<file path="src/rtl/usd_pkg.sv">
// ----------------------------------------------------------------------------
// usd_pkg
// Shared types and constants for the UTF-8 stream decoder.
// ----------------------------------------------------------------------------
package usd_pkg;

   localparam logic [20:0] REPLACEMENT_CP = 21'h00FFFD;
   localparam int          QUEUE_DEPTH    = 2;

   // input beat: one raw byte and its end-of-string flag
   typedef struct packed {
      logic [7:0] in_byte;
      logic       string_end;
   } req_type;

   // result beat: one code point
   typedef struct packed {
      logic [20:0] code_point;
      logic        run_last;
   } rsp_type;

   // work for the back end: cnt_m1 + 1 results, all U+FFFD but the last,
   // which carries tail
   typedef struct packed {
      logic [1:0]  cnt_m1;
      logic [20:0] tail;
   } job_type;

endpackage

</file>
<file path="src/rtl/usd_front.sv">
// ----------------------------------------------------------------------------
// usd_front
// Byte classifier: tracks the open sequence and turns each byte into at most
// one job descriptor for the result serialiser.
// ----------------------------------------------------------------------------
module usd_front (
   input  logic              clock,
   input  logic              reset,
   input  logic              req_valid,
   output logic              req_ready,
   input  usd_pkg::req_type  req_data,
   output logic              job_push,
   output usd_pkg::job_type  job_data,
   input  logic              job_ready
);
   import usd_pkg::*;

   logic [1:0]  needed_ff, needed_in;
   logic [1:0]  taken_ff, taken_in;
   logic [20:0] partial_ff, partial_in;

   logic [7:0]  b;
   logic        str_end;
   logic        accept;
   logic        is_cont;
   logic        seq_open;
   logic [1:0]  lead_need;
   logic [20:0] lead_bits;
   logic        fresh_emit;
   logic [20:0] fresh_val;
   logic [1:0]  taken_inc;
   logic [20:0] partial_shift;
   logic        emit;

   assign b         = req_data.in_byte;
   assign str_end   = req_data.string_end;
   assign req_ready = job_ready;
   assign accept    = req_valid && job_ready;
   assign is_cont   = (b[7:6] == 2'b10);
   assign seq_open  = (needed_ff != 2'd0);
   assign taken_inc = taken_ff + 2'd1;
   assign partial_shift = {partial_ff[14:0], b[5:0]};

   // lead byte pattern decode
   always_comb begin
      lead_need = 2'd0;
      lead_bits = '0;
      if (b[7:5] == 3'b110) begin
         lead_need = 2'd1;
         lead_bits = {16'd0, b[4:0]};
      end else if (b[7:4] == 4'b1110) begin
         lead_need = 2'd2;
         lead_bits = {17'd0, b[3:0]};
      end else if (b[7:3] == 5'b11110) begin
         lead_need = 2'd3;
         lead_bits = {18'd0, b[2:0]};
      end
   end

   // result of handling the byte afresh
   assign fresh_emit = !b[7] || (lead_need == 2'd0) || str_end;
   assign fresh_val  = b[7] ? REPLACEMENT_CP : {13'd0, b};

   // classify and compute next sequence state
   always_comb begin
      emit          = 1'b0;
      job_data      = '{cnt_m1: 2'd0, tail: REPLACEMENT_CP};
      needed_in     = needed_ff;
      taken_in      = taken_ff;
      partial_in    = partial_ff;
      if (seq_open && is_cont) begin
         if (taken_inc >= needed_ff) begin
            emit       = 1'b1;
            job_data   = '{cnt_m1: 2'd0, tail: partial_shift};
            needed_in  = 2'd0;
            taken_in   = 2'd0;
            partial_in = '0;
         end else if (str_end) begin
            emit       = 1'b1;
            job_data   = '{cnt_m1: taken_inc, tail: REPLACEMENT_CP};
            needed_in  = 2'd0;
            taken_in   = 2'd0;
            partial_in = '0;
         end else begin
            taken_in   = taken_inc;
            partial_in = partial_shift;
         end
      end else begin
         // flush of a broken sequence, then the byte as a lead
         if (seq_open) begin
            emit = 1'b1;
            if (fresh_emit) begin
               job_data = '{cnt_m1: taken_inc, tail: fresh_val};
            end else begin
               job_data = '{cnt_m1: taken_ff, tail: REPLACEMENT_CP};
            end
         end else begin
            emit     = fresh_emit;
            job_data = '{cnt_m1: 2'd0, tail: fresh_val};
         end
         if (!fresh_emit) begin
            needed_in  = lead_need;
            taken_in   = 2'd0;
            partial_in = lead_bits;
         end else begin
            needed_in  = 2'd0;
            taken_in   = 2'd0;
            partial_in = '0;
         end
      end
   end

   assign job_push = accept && emit;

   // sequence state
   always_ff @(posedge clock) begin
      if (reset) begin
         needed_ff  <= 2'd0;
         taken_ff   <= 2'd0;
         partial_ff <= '0;
      end else if (accept) begin
         needed_ff  <= needed_in;
         taken_ff   <= taken_in;
         partial_ff <= partial_in;
      end
   end

endmodule

</file>
<file path="src/rtl/usd_queue.sv">
// ----------------------------------------------------------------------------
// usd_queue
// Two-entry job queue between the classifier and the serialiser.
// ----------------------------------------------------------------------------
module usd_queue (
   input  logic              clock,
   input  logic              reset,
   input  logic              push,
   input  usd_pkg::job_type  push_data,
   output logic              ready,
   input  logic              pop,
   output logic              head_valid,
   output usd_pkg::job_type  head_data
);
   import usd_pkg::*;

   localparam int PTR_W = $clog2(QUEUE_DEPTH);

   job_type               mem_ff [QUEUE_DEPTH];
   logic [PTR_W-1:0]      wr_ptr_ff, wr_ptr_in;
   logic [PTR_W-1:0]      rd_ptr_ff, rd_ptr_in;
   logic [PTR_W:0]        count_ff, count_in;
   logic                  do_push;
   logic                  do_pop;

   assign ready      = (count_ff != (PTR_W+1)'(QUEUE_DEPTH));
   assign head_valid = (count_ff != '0);
   assign head_data  = mem_ff[rd_ptr_ff];
   assign do_push    = push && ready;
   assign do_pop     = pop && head_valid;

   // pointer and fill count next values
   always_comb begin
      wr_ptr_in = do_push ? wr_ptr_ff + PTR_W'(1) : wr_ptr_ff;
      rd_ptr_in = do_pop ? rd_ptr_ff + PTR_W'(1) : rd_ptr_ff;
      count_in  = count_ff;
      if (do_push && !do_pop) begin
         count_in = count_ff + (PTR_W+1)'(1);
      end else if (do_pop && !do_push) begin
         count_in = count_ff - (PTR_W+1)'(1);
      end
   end

   // storage
   always_ff @(posedge clock) begin
      if (do_push) begin
         mem_ff[wr_ptr_ff] <= push_data;
      end
   end

   // control
   always_ff @(posedge clock) begin
      if (reset) begin
         wr_ptr_ff <= '0;
         rd_ptr_ff <= '0;
         count_ff  <= '0;
      end else begin
         wr_ptr_ff <= wr_ptr_in;
         rd_ptr_ff <= rd_ptr_in;
         count_ff  <= count_in;
      end
   end

endmodule

</file>
<file path="src/rtl/usd_back.sv">
// ----------------------------------------------------------------------------
// usd_back
// Result serialiser: expands each job into its result beats through a
// registered output stage.
// ----------------------------------------------------------------------------
module usd_back (
   input  logic              clock,
   input  logic              reset,
   input  logic              job_valid,
   input  usd_pkg::job_type  job_data,
   output logic              job_pop,
   output logic              rsp_valid,
   input  logic              rsp_ready,
   output usd_pkg::rsp_type  rsp_data
);
   import usd_pkg::*;

   logic        rsp_valid_ff, rsp_valid_in;
   rsp_type     rsp_ff, rsp_in;
   logic [1:0]  idx_ff, idx_in;
   logic        load;
   logic        is_last;

   assign load    = !rsp_valid_ff || rsp_ready;
   assign is_last = (idx_ff == job_data.cnt_m1);
   assign job_pop = load && job_valid && is_last;

   // next beat
   always_comb begin
      rsp_valid_in = rsp_valid_ff;
      rsp_in       = rsp_ff;
      idx_in       = idx_ff;
      if (load) begin
         rsp_valid_in = job_valid;
         if (job_valid) begin
            rsp_in.code_point = is_last ? job_data.tail : REPLACEMENT_CP;
            rsp_in.run_last   = is_last;
            idx_in            = is_last ? 2'd0 : idx_ff + 2'd1;
         end
      end
   end

   // output payload
   always_ff @(posedge clock) begin
      rsp_ff <= rsp_in;
   end

   // output control and beat index
   always_ff @(posedge clock) begin
      if (reset) begin
         rsp_valid_ff <= 1'b0;
         idx_ff       <= 2'd0;
      end else begin
         rsp_valid_ff <= rsp_valid_in;
         idx_ff       <= idx_in;
      end
   end

   assign rsp_valid = rsp_valid_ff;
   assign rsp_data  = rsp_ff;

endmodule

</file>
<file path="src/rtl/utf8_stream_decoder.sv">
// Path: an accepted byte's job is written into the job queue, then its results
// leave through the registered output stage. Throughput: one byte per cycle while
// the two-job queue has room; a byte giving several results holds the serialiser.
// Reset: synchronous, active high; clears the open sequence, queue and output stage.
// ----------------------------------------------------------------------------
// utf8_stream_decoder
// Streaming UTF-8 to code point decoder with U+FFFD for malformed input.
// ----------------------------------------------------------------------------
module utf8_stream_decoder (
   input  logic              clock,
   input  logic              reset,
   input  logic              req_valid,
   output logic              req_ready,
   input  usd_pkg::req_type  req_data,
   output logic              rsp_valid,
   input  logic              rsp_ready,
   output usd_pkg::rsp_type  rsp_data
);
   import usd_pkg::*;

   logic    push;
   job_type push_data;
   logic    q_ready;
   logic    pop;
   logic    head_valid;
   job_type head_data;

   // classifier
   usd_front u_front (
      .clock     (clock),
      .reset     (reset),
      .req_valid (req_valid),
      .req_ready (req_ready),
      .req_data  (req_data),
      .job_push  (push),
      .job_data  (push_data),
      .job_ready (q_ready)
   );

   // job queue
   usd_queue u_queue (
      .clock      (clock),
      .reset      (reset),
      .push       (push),
      .push_data  (push_data),
      .ready      (q_ready),
      .pop        (pop),
      .head_valid (head_valid),
      .head_data  (head_data)
   );

   // serialiser
   usd_back u_back (
      .clock     (clock),
      .reset     (reset),
      .job_valid (head_valid),
      .job_data  (head_data),
      .job_pop   (pop),
      .rsp_valid (rsp_valid),
      .rsp_ready (rsp_ready),
      .rsp_data  (rsp_data)
   );

endmodule

</file>
<file path="config.mk">
export PLATFORM = sky130hd
export DESIGN_NAME = utf8_stream_decoder
export DESIGN_NICKNAME = d
export VERILOG_FILES = /design/src/rtl/usd_pkg.sv /design/src/rtl/usd_front.sv /design/src/rtl/usd_queue.sv /design/src/rtl/usd_back.sv /design/src/rtl/utf8_stream_decoder.sv
export SDC_FILE = /design/constraint.sdc
export NUM_CORES = 1
export LEC_CHECK = 0
export ABC_AREA = 1
export BUFFER_PORTS_ARGS = -buffer_cell sky130_fd_sc_hd__buf_4
export CORE_MARGIN = 8
export CORE_UTILIZATION = 37
export CTS_CLUSTER_DIAMETER = 80
export CTS_CLUSTER_SIZE = 8
export DETAILED_ROUTE_END_ITERATION = 12
export PLACE_DENSITY = 0.61
export SLEW_MARGIN = 20
export SYNTH_ARGS = -nofsm -noshare
export SYNTH_HDL_FRONTEND = slang
export SYNTH_SLANG_ARGS = --single-unit
</file>
<file path="constraint.sdc">
create_clock -name clock -period 3.2 [get_ports clock]
set_input_delay 0.64 -clock clock [delete_from_list [all_inputs] [get_ports clock]]
set_output_delay 0.64 -clock clock [all_outputs]
set_load 0.1 [all_outputs]
</file>
### Word-level counts from Yosys, hierarchy flattened

Memories as Yosys holds them, arrays and structs flattened. A register that Yosys moved wholly into a read port is not among the register bits.
Index checks and enable logic that the tools add are counted.

| word-level totals | value |
|---|---|
| register bits after elaboration | 48 |
| bits in writable memories | 46 |
| input port bits | 13 |
| memories | 1 |

| operators by class | value |
|---|---|
| add/subtract/negate cells | 6 |
| order comparisons | 1 |
| equality and inequality tests | 7 |
| multiplexer cells | 34 |
| reductions and logical operators | 22 |

Memories:

| memory | depth | bits a word | read ports | clocked after Yosys merged registers in | wr ports | RTL line | source |
|---|---|---|---|---|---|---|---|
| u_queue.mem_ff | 2 | 23 | 1 | 1 | 1 | usd_queue.sv:19 | `job_type mem_ff [QUEUE_DEPTH];` |

Operator list:

| operator | count |
|---|---|
| $mux W23 | 5 |
| $mux W15 | 5 |
| $mux W2 | 13 |
| $mux W16 | 1 |
| $logic_and A1 B1 Y1 | 9 |
| $mux W1 | 8 |
| $add A2 B1 Y2 const B | 3 |
| $reduce_bool A2 Y1 | 3 |
| $eq A5 B5 Y1 const B | 1 |
| $eq A4 B4 Y1 const B | 1 |
| $logic_not A1 Y1 | 4 |
| $mux W4 | 1 |
| $reduce_and A2 Y1 | 2 |
| $eq A3 B3 Y1 const B | 1 |
| $logic_or A1 B1 Y1 | 3 |
| $mux W3 | 1 |
| $ne A3 B3 Y1 const B | 1 |
| $add A1 B1 Y1 const B | 2 |
| $eq A2 B2 Y1 | 1 |
| $eq A2 B2 Y1 const B | 1 |
| $ge A2 B2 Y1 | 1 |
| $logic_not A2 Y1 | 1 |
| $ne A2 B2 Y1 const B | 1 |
| $sub A2 B1 Y2 const B | 1 |

### Logic depth before layout (Yosys ltp)

| logic depth | value |
|---|---|
| depth after elaboration | 15 |
| mapped depth | 14 |

### Modules after synthesis

Synthesis repeated with hierarchy kept, for this count alone.

| unflattened totals | value |
|---|---|
| cells, all modules | 383 |
| area total of the unflattened synthesis | 4152.7 µm² |

By module, submodules not included:

| module | instances | cells each | area an instance (µm²) | seq. area each (µm²) |
|---|---|---|---|---|
| usd_queue | 1 | 108 | 1901.8 | 1481.4 |
| usd_front | 1 | 191 | 1236.2 | 380.4 |
| usd_back | 1 | 84 | 1014.7 | 720.7 |

### Worst setup path after synthesis

OpenSTA, ideal clock, no wires.

| path | value |
|---|---|
| path type | reg-to-reg |
| start point | register u_back.rsp_valid_ff (netlist: u_back.rsp_valid) |
| end point | register u_queue.count_ff[1] |
| arrival | 3117 ps |
| required time | 3078 ps |
| setup slack | -40 ps |
| cell stages (with the launch flop) | 10 |
| cells stage by stage | dfxtp_1 > inv_1 > nor2_1 > a21oi_1 > nand3_2 > ha_1 > a21oi_1 > o21ai_0 > o21ai_0 > a21oi_1 |

| between the ends | value |
|---|---|
| cells in the longest elaborated chain, start to end | 8 |
| elaborated cells on any way between the ends | 10 |

Ends and longest elaborated chain:

| item | RTL line | source |
|---|---|---|
| start, declared | usd_back.sv:18 | `logic rsp_valid_ff, rsp_valid_in;` |
| start signal, assigned | usd_back.sv:54 | `rsp_valid_ff <= rsp_valid_in;` |
| $logic_not A1 Y1 * | usd_back.sv:24 | `assign load = !rsp_valid_ff \|\| rsp_ready;` |
| $logic_or A1 B1 Y1 * | usd_back.sv:24 |  |
| $logic_and A1 B1 Y1 * (2 in series) | usd_back.sv:26 | `assign job_pop = load && job_valid && is_last;` |
| $logic_and A1 B1 Y1 * | usd_queue.sv:30 | `assign do_pop = pop && head_valid;` |
| $logic_not A1 Y1 | usd_queue.sv:37 | `if (do_push && !do_pop) begin` |
| $logic_and A1 B1 Y1 | usd_queue.sv:37 |  |
| $mux W2 or $reduce_bool A2 Y1 (tied branches) | -- |  |
| end signal, assigned | usd_queue.sv:60 | `count_ff <= count_in;` |
| end, declared | usd_queue.sv:22 | `logic [PTR_W:0] count_ff, count_in;` |

Every way passes the cells marked *; elsewhere a longest branch is shown, timed or not.
A chain may end at the register's enable or synchronous reset.

### Worst setup path after layout

| path | value |
|---|---|
| start point | register u_front.taken_ff[0] |
| end point | register u_queue.count_ff[1] |

| between the ends | value |
|---|---|
| cells in the longest elaborated chain, start to end | 9 |
| elaborated cells on any way between the ends | 11 |

Ends and longest elaborated chain:

| item | RTL line | source |
|---|---|---|
| start, declared | usd_front.sv:19 | `logic [1:0] taken_ff, taken_in;` |
| start signal, assigned | usd_front.sv:123 | `taken_ff <= taken_in;` |
| $add A2 B1 Y2 * | usd_front.sv:41 | `assign taken_inc = taken_ff + 2'd1;` |
| $ge A2 B2 Y1 * | usd_front.sv:72 | `if (taken_inc >= needed_ff) begin` |
| $mux W1 * | usd_front.sv:72 |  |
| $mux W1 * | usd_front.sv:71 | `if (seq_open && is_cont) begin` |
| $logic_and A1 B1 Y1 * | usd_front.sv:113 | `assign job_push = accept && emit;` |
| $logic_and A1 B1 Y1 * | usd_queue.sv:29 | `assign do_push = push && ready;` |
| named net u_queue.do_push | usd_queue.sv:23 | `logic do_push;` |
| $logic_not A1 Y1 | usd_queue.sv:39 | `end else if (do_pop && !do_push) begin` |
| $logic_and A1 B1 Y1 | usd_queue.sv:39 |  |
| $reduce_bool A2 Y1 (no line) | -- |  |

Mark *: on every way through the listed nets, which the timed path passes. The rest lies on a longest branch.

==> flow_results.xml <==
<?xml version="1.0" encoding="UTF-8"?>
<metrics>
  <group name="power_and_ir_drop">
    <metric name="total_power" unit="W">0.00448</metric>
    <metric name="netSwitchingPower" unit="W">0.00202</metric>
    <metric name="swShare" unit="%">45.1</metric>
    <metric name="power_report.internal_total" unit="W">0.00246</metric>
    <metric name="p_leak" unit="nW">1.71</metric>
    <metric name="sequential_fraction_of_design_power" unit="%">38.8</metric>
    <metric name="ir_worst_vdd" unit="V">0.000812</metric>
    <metric name="comb_power_share" unit="%">42.4</metric>
    <metric name="p_clk_share" unit="%">18.9</metric>
    <metric name="p_per_area" unit="nW/µm²">1000</metric>
  </group>
  <group name="timing">
    <metric name="min_period_over_period" unit="%">78.9</metric>
    <metric name="fin_crit" unit="ns">2.53</metric>
    <metric name="final.setup.worst_slack" unit="ns">0.674</metric>
    <metric name="rsz0062_at_grt" unit="">no</metric>
    <metric name="max-slew-margin-rel" unit="%">53.0</metric>
    <metric name="setup_violations" unit="">0</metric>
    <metric name="max_freq" unit="MHz">396</metric>
    <metric name="report.final.slew_viol_count" unit="">0</metric>
    <metric name="clock_skew" unit="ns">0.0112</metric>
    <metric name="setup_tns" unit="ns">0</metric>
    <metric name="tightest_slew" unit="ns">0.703</metric>
    <metric name="final_hold_vio_count" unit="">0</metric>
  </group>
  <group name="layout">
    <metric name="number_of_fill_cells" unit="">976</metric>
    <metric name="fin_cells" unit="">562</metric>
    <metric name="antenna_cells_inserted" unit="">0</metric>
    <metric name="ff_latch_area" unit="µm²">2580</metric>
    <metric name="layout-area-overhead-vs-synth" unit="%">16.5</metric>
    <metric name="num-nets-final" unit="">437</metric>
    <metric name="multi_input_comb_area" unit="µm²">1060</metric>
    <metric name="layout-drive-gt1-share" unit="%">15.0</metric>
  </group>
  <group name="synthesis">
    <metric name="ys_seq_area_share" unit="%">67.2</metric>
    <metric name="synth_top_cell_by_area" unit="">edfxtp_1</metric>
    <metric name="ys_top_cells_by_area" unit="">edfxtp_1 (53%), dfxtp_1 (14%), nand2_1 (13%), a21oi_1 (3.6%), nand3_1 (3.5%)</metric>
    <metric name="yosysUniqueCellTypes" unit="">26</metric>
    <metric name="most_instantiated_library_cell_after_synthesis" unit="">nand2_1</metric>
    <metric name="post_syn_instances" unit="">381</metric>
    <metric name="synth_async_sr_flop_share" unit="%">0</metric>
    <metric name="number_of_synthesized_register_bits" unit="">95</metric>
    <metric name="yosysTopAreaCellShare" unit="%">53.2</metric>
    <metric name="syn_nets" unit="">397</metric>
    <metric name="ys_top_cells_by_count" unit="">nand2_1 (128), edfxtp_1 (68), inv_1 (34), a21oi_1 (28)</metric>
    <metric name="yosys_warnings" unit="">0</metric>
    <metric name="syn-mean-instance-area" unit="µm²">10.1</metric>
    <metric name="netlist_area" unit="µm²">3840</metric>
    <metric name="yosys_most_used_dff" unit="">edfxtp_1</metric>
    <metric name="edff_count_synth" unit="">68</metric>
  </group>
  <group name="clocking">
    <metric name="cts.path.max_buffers" unit="">2</metric>
    <metric name="cts-hold-fix-buffers" unit="">0</metric>
    <metric name="postCtsResizedCells" unit="">0</metric>
    <metric name="clock_net_sink_count" unit="">95</metric>
    <metric name="worstSkewPairLatency" unit="ns">0.35</metric>
    <metric name="post_cts.repair.setup_buffers" unit="">0</metric>
    <metric name="cts-htree-levels" unit="">3</metric>
    <metric name="register_clock_pin_slew_on_the_reported_worst_setup_and_hold_paths" unit="ns">0.09</metric>
    <metric name="cts_root_buf" unit="">clkbuf_8</metric>
    <metric name="tritoncts" unit="">done</metric>
    <metric name="cts-buffers-inserted" unit="">9</metric>
  </group>
  <group name="place">
    <metric name="numPlacedInstances" unit="">546</metric>
    <metric name="detailedPlace.worstSlack" unit="ns">0.656</metric>
    <metric name="buffer_ports.inserted" unit="">36</metric>
    <metric name="finalWeightedCongestion" unit="">0.854</metric>
    <metric name="detailed_place_hpwl" unit="mm">5.09</metric>
  </group>
  <group name="critical_path">
    <metric name="sort_of_element_at_the_end_of_the_critical_path" unit="">register</metric>
    <metric name="worst_ep_required_time" unit="ns">3.44</metric>
    <metric name="setup.worst_path.class" unit="">reg -&gt; reg</metric>
    <metric name="arrival" unit="ns">2.77</metric>
    <metric name="cp_slowest_stage_delay" unit="ns">0.42</metric>
    <metric name="path_buf_inv" unit="">2</metric>
    <metric name="cp_max_fo" unit="">7</metric>
    <metric name="crit_path_cell_trace" unit="">xnor2_1 &gt; inv_1 &gt; ha_1 &gt; nand2_1 &gt; nand4_1 &gt; nor2_1 &gt; nor2_2 &gt; nand2_1 &gt; inv_1 &gt; ha_1 &gt; a21oi_1 &gt; o21ai_0 &gt; o21ai_0 &gt; a21oi_1</metric>
    <metric name="worst_path_slowest_cell" unit="">dfxtp_1</metric>
    <metric name="launching_element_type_of_the_critical_path" unit="">register</metric>
    <metric name="crit_family" unit="">adder cells</metric>
  </group>
  <group name="drt">
    <metric name="drt_first_iter_violations" unit="">153</metric>
    <metric name="first_pass_iters" unit="">4</metric>
    <metric name="routed_wirelength" unit="mm">7.54</metric>
    <metric name="drt-vias-per-instance" unit="">4.77</metric>
    <metric name="route.layer.met1.wl" unit="mm">3.48</metric>
    <metric name="drtAntennaViolNets" unit="">0</metric>
    <metric name="met3_wirelength" unit="µm">451</metric>
    <metric name="highest-signal-layer" unit="">met4</metric>
    <metric name="routed-wl-met2" unit="mm">3.43</metric>
    <metric name="via_count" unit="">2678</metric>
    <metric name="post_drt_wl_per_cell" unit="µm">13.4</metric>
    <metric name="drc" unit="">0</metric>
  </group>
  <group name="global_routing">
    <metric name="grt-ovfl-total" unit="">0</metric>
    <metric name="first_global_vias" unit="">2507</metric>
    <metric name="antenna_found_initial" unit="">0</metric>
    <metric name="grt_max_degree" unit="">26</metric>
    <metric name="grt_first_pass_wirelength" unit="mm">12.5</metric>
    <metric name="grtUsageTotal" unit="%">11.1</metric>
  </group>
  <group name="run">
    <metric name="max_cap_viol_count" unit="">0</metric>
  </group>
  <group name="floorplan">
    <metric name="floorplan.initialDensity" unit="%">37.7</metric>
    <metric name="pin_count" unit="">37</metric>
    <metric name="core_area" unit="µm²">10200</metric>
    <metric name="floorplan.die.height" unit="µm">118</metric>
    <metric name="die_w" unit="µm">118</metric>
    <metric name="num_rows" unit="">37</metric>
    <metric name="area_enclosed_by_the_die_boundary" unit="µm²">13900</metric>
  </group>
  <group name="hold_path">
    <metric name="worstHoldPathType" unit="">reg -&gt; reg</metric>
  </group>
  <group name="run_status">
    <metric name="run_status" unit="">finished, final reports clean</metric>
  </group>
</metrics>
[logic make-up after synthesis]
| group | count (synthesis) | share of synthesized area [%] |
|---|---|---|
| xor gates and xnor gates | 1 | 0.228 |
| adders and majority gates | 3 | 0.977 |
| and+or+nand+nor | 189 | 20.3 |
| buffers and inverters | 49 | 5.21 |
| DFF | 95 | 67.2 |
| AOI/OAI and AO/OA | 44 | 6.03 |
[flip-flops by register name, indices dropped and copies added, names as in the netlist, named ones only]
register,flops
u_queue.wr_ptr_ff,1
u_queue.mem_ff,46
u_queue.count_ff,2
u_front.taken_ff,2
u_back.idx_ff,2
u_front.needed_ff,2
u_queue.rd_ptr_ff,1
u_back.rsp_valid,1
u_front.partial_ff,15
u_back.rsp_data,22
[area by class of cell]
type,count,share of cell area (%)
inverters,37,3.10
repair buffers,41,6.88
flip-flops and latches,95,57.7
multi-input cells,237,23.7
clock buffers,11,2.94
clock inverters,5,1.82
well taps,136,3.80
[metrics by stage]
stage | hold slack [ns] | cell area (µm²) | util [%]
finish | 0.469 | 4470 | 43.9
global placement | 0.453 | 4260 | 41.8
detailed placement | 0.455 | 4260 | 41.8
global route | 0.486 | 4470 | 43.9
floorplan | 0.444 | 3840 | -
CTS | 0.469 | 4470 | 43.9
[power by group through the flow]
stage / sequential (W) / combinational (W) / clock [W]
floorplan: 0.00266 / 0.000620 / 0
global placement: 0.00176 / 0.00190 / 0
detailed placement: 0.00177 / 0.00192 / 0
CTS: 0.00174 / 0.00192 / 0.000866
global route: 0.00177 / 0.00203 / 0.000915
finish: 0.00174 / 0.00190 / 0.000847
[layer usage]
| layer | global-route usage [%] | vias up |
|---|---|---|
| met1 | 14.0 | 1250 |
| met4 | 5.84 | 0 |
| met5 | 0 | - |
| met2 | 17.0 | 77 |
| li1 | - | 1340 |
| met3 | 2.97 | 11 |
[cells in the final DEF (no fill, tap or decap), types with 2 or more instances in the layout]
| cell type | netlist | routed |
|---|---|---|
| a21oi_1 | 28 | 27 |
| ha_1 | 3 | 3 |
| or2_1 | 2 | 2 |
| a211oi_1 | 2 | 2 |
| nand2_1 | 128 | 128 |
| clkbuf_1 | 6 | 2 |
| o21ai_0 | 11 | 11 |
| clkbuf_8 | 0 | 9 |
| dfxtp_1 | 27 | 27 |
| buf_4 | 1 | 41 |
| inv_1 | 34 | 34 |
| bufinv_16 | 0 | 2 |
| nor2_2 | 3 | 3 |
| edfxtp_1 | 68 | 68 |
| nand3_1 | 27 | 27 |
| nand4_1 | 3 | 3 |
| inv_2 | 3 | 3 |
| nor2_1 | 22 | 22 |
[path summary, 6_finish.rpt]
check | start | endpoint | slack (ns) | cells after the start
worst min-delay path | u_front.partial_ff[14]$_SDFFE_PP0P_ | u_front.partial_ff[14]$_SDFFE_PP0P_ | 0.47 | 2
worst max-delay path | u_front.taken_ff[0]$_SDFFE_PP0P_ | u_queue.count_ff[1]$_SDFFE_PP0P_ | 0.67 | 14
worst min register to register | u_front.partial_ff[14]$_SDFFE_PP0P_ | u_front.partial_ff[14]$_SDFFE_PP0P_ | 0.47 | 2
worst max register to register | u_front.taken_ff[0]$_SDFFE_PP0P_ | u_queue.count_ff[1]$_SDFFE_PP0P_ | 0.67 | 14
[worst reg2reg max path, stage by stage (launching register included)]
cell,delay (ns)
dfxtp_1,0.42
xnor2_1,0.15
inv_1,0.10
ha_1,0.30
nand2_1,0.10
nand4_1,0.11
nor2_1,0.20
nor2_2,0.11
nand2_1,0.10
inv_1,0.05
ha_1,0.30
a21oi_1,0.11
o21ai_0,0.12
o21ai_0,0.19
a21oi_1,0.06
Note: power is estimated with default switching activity, not from simulation.
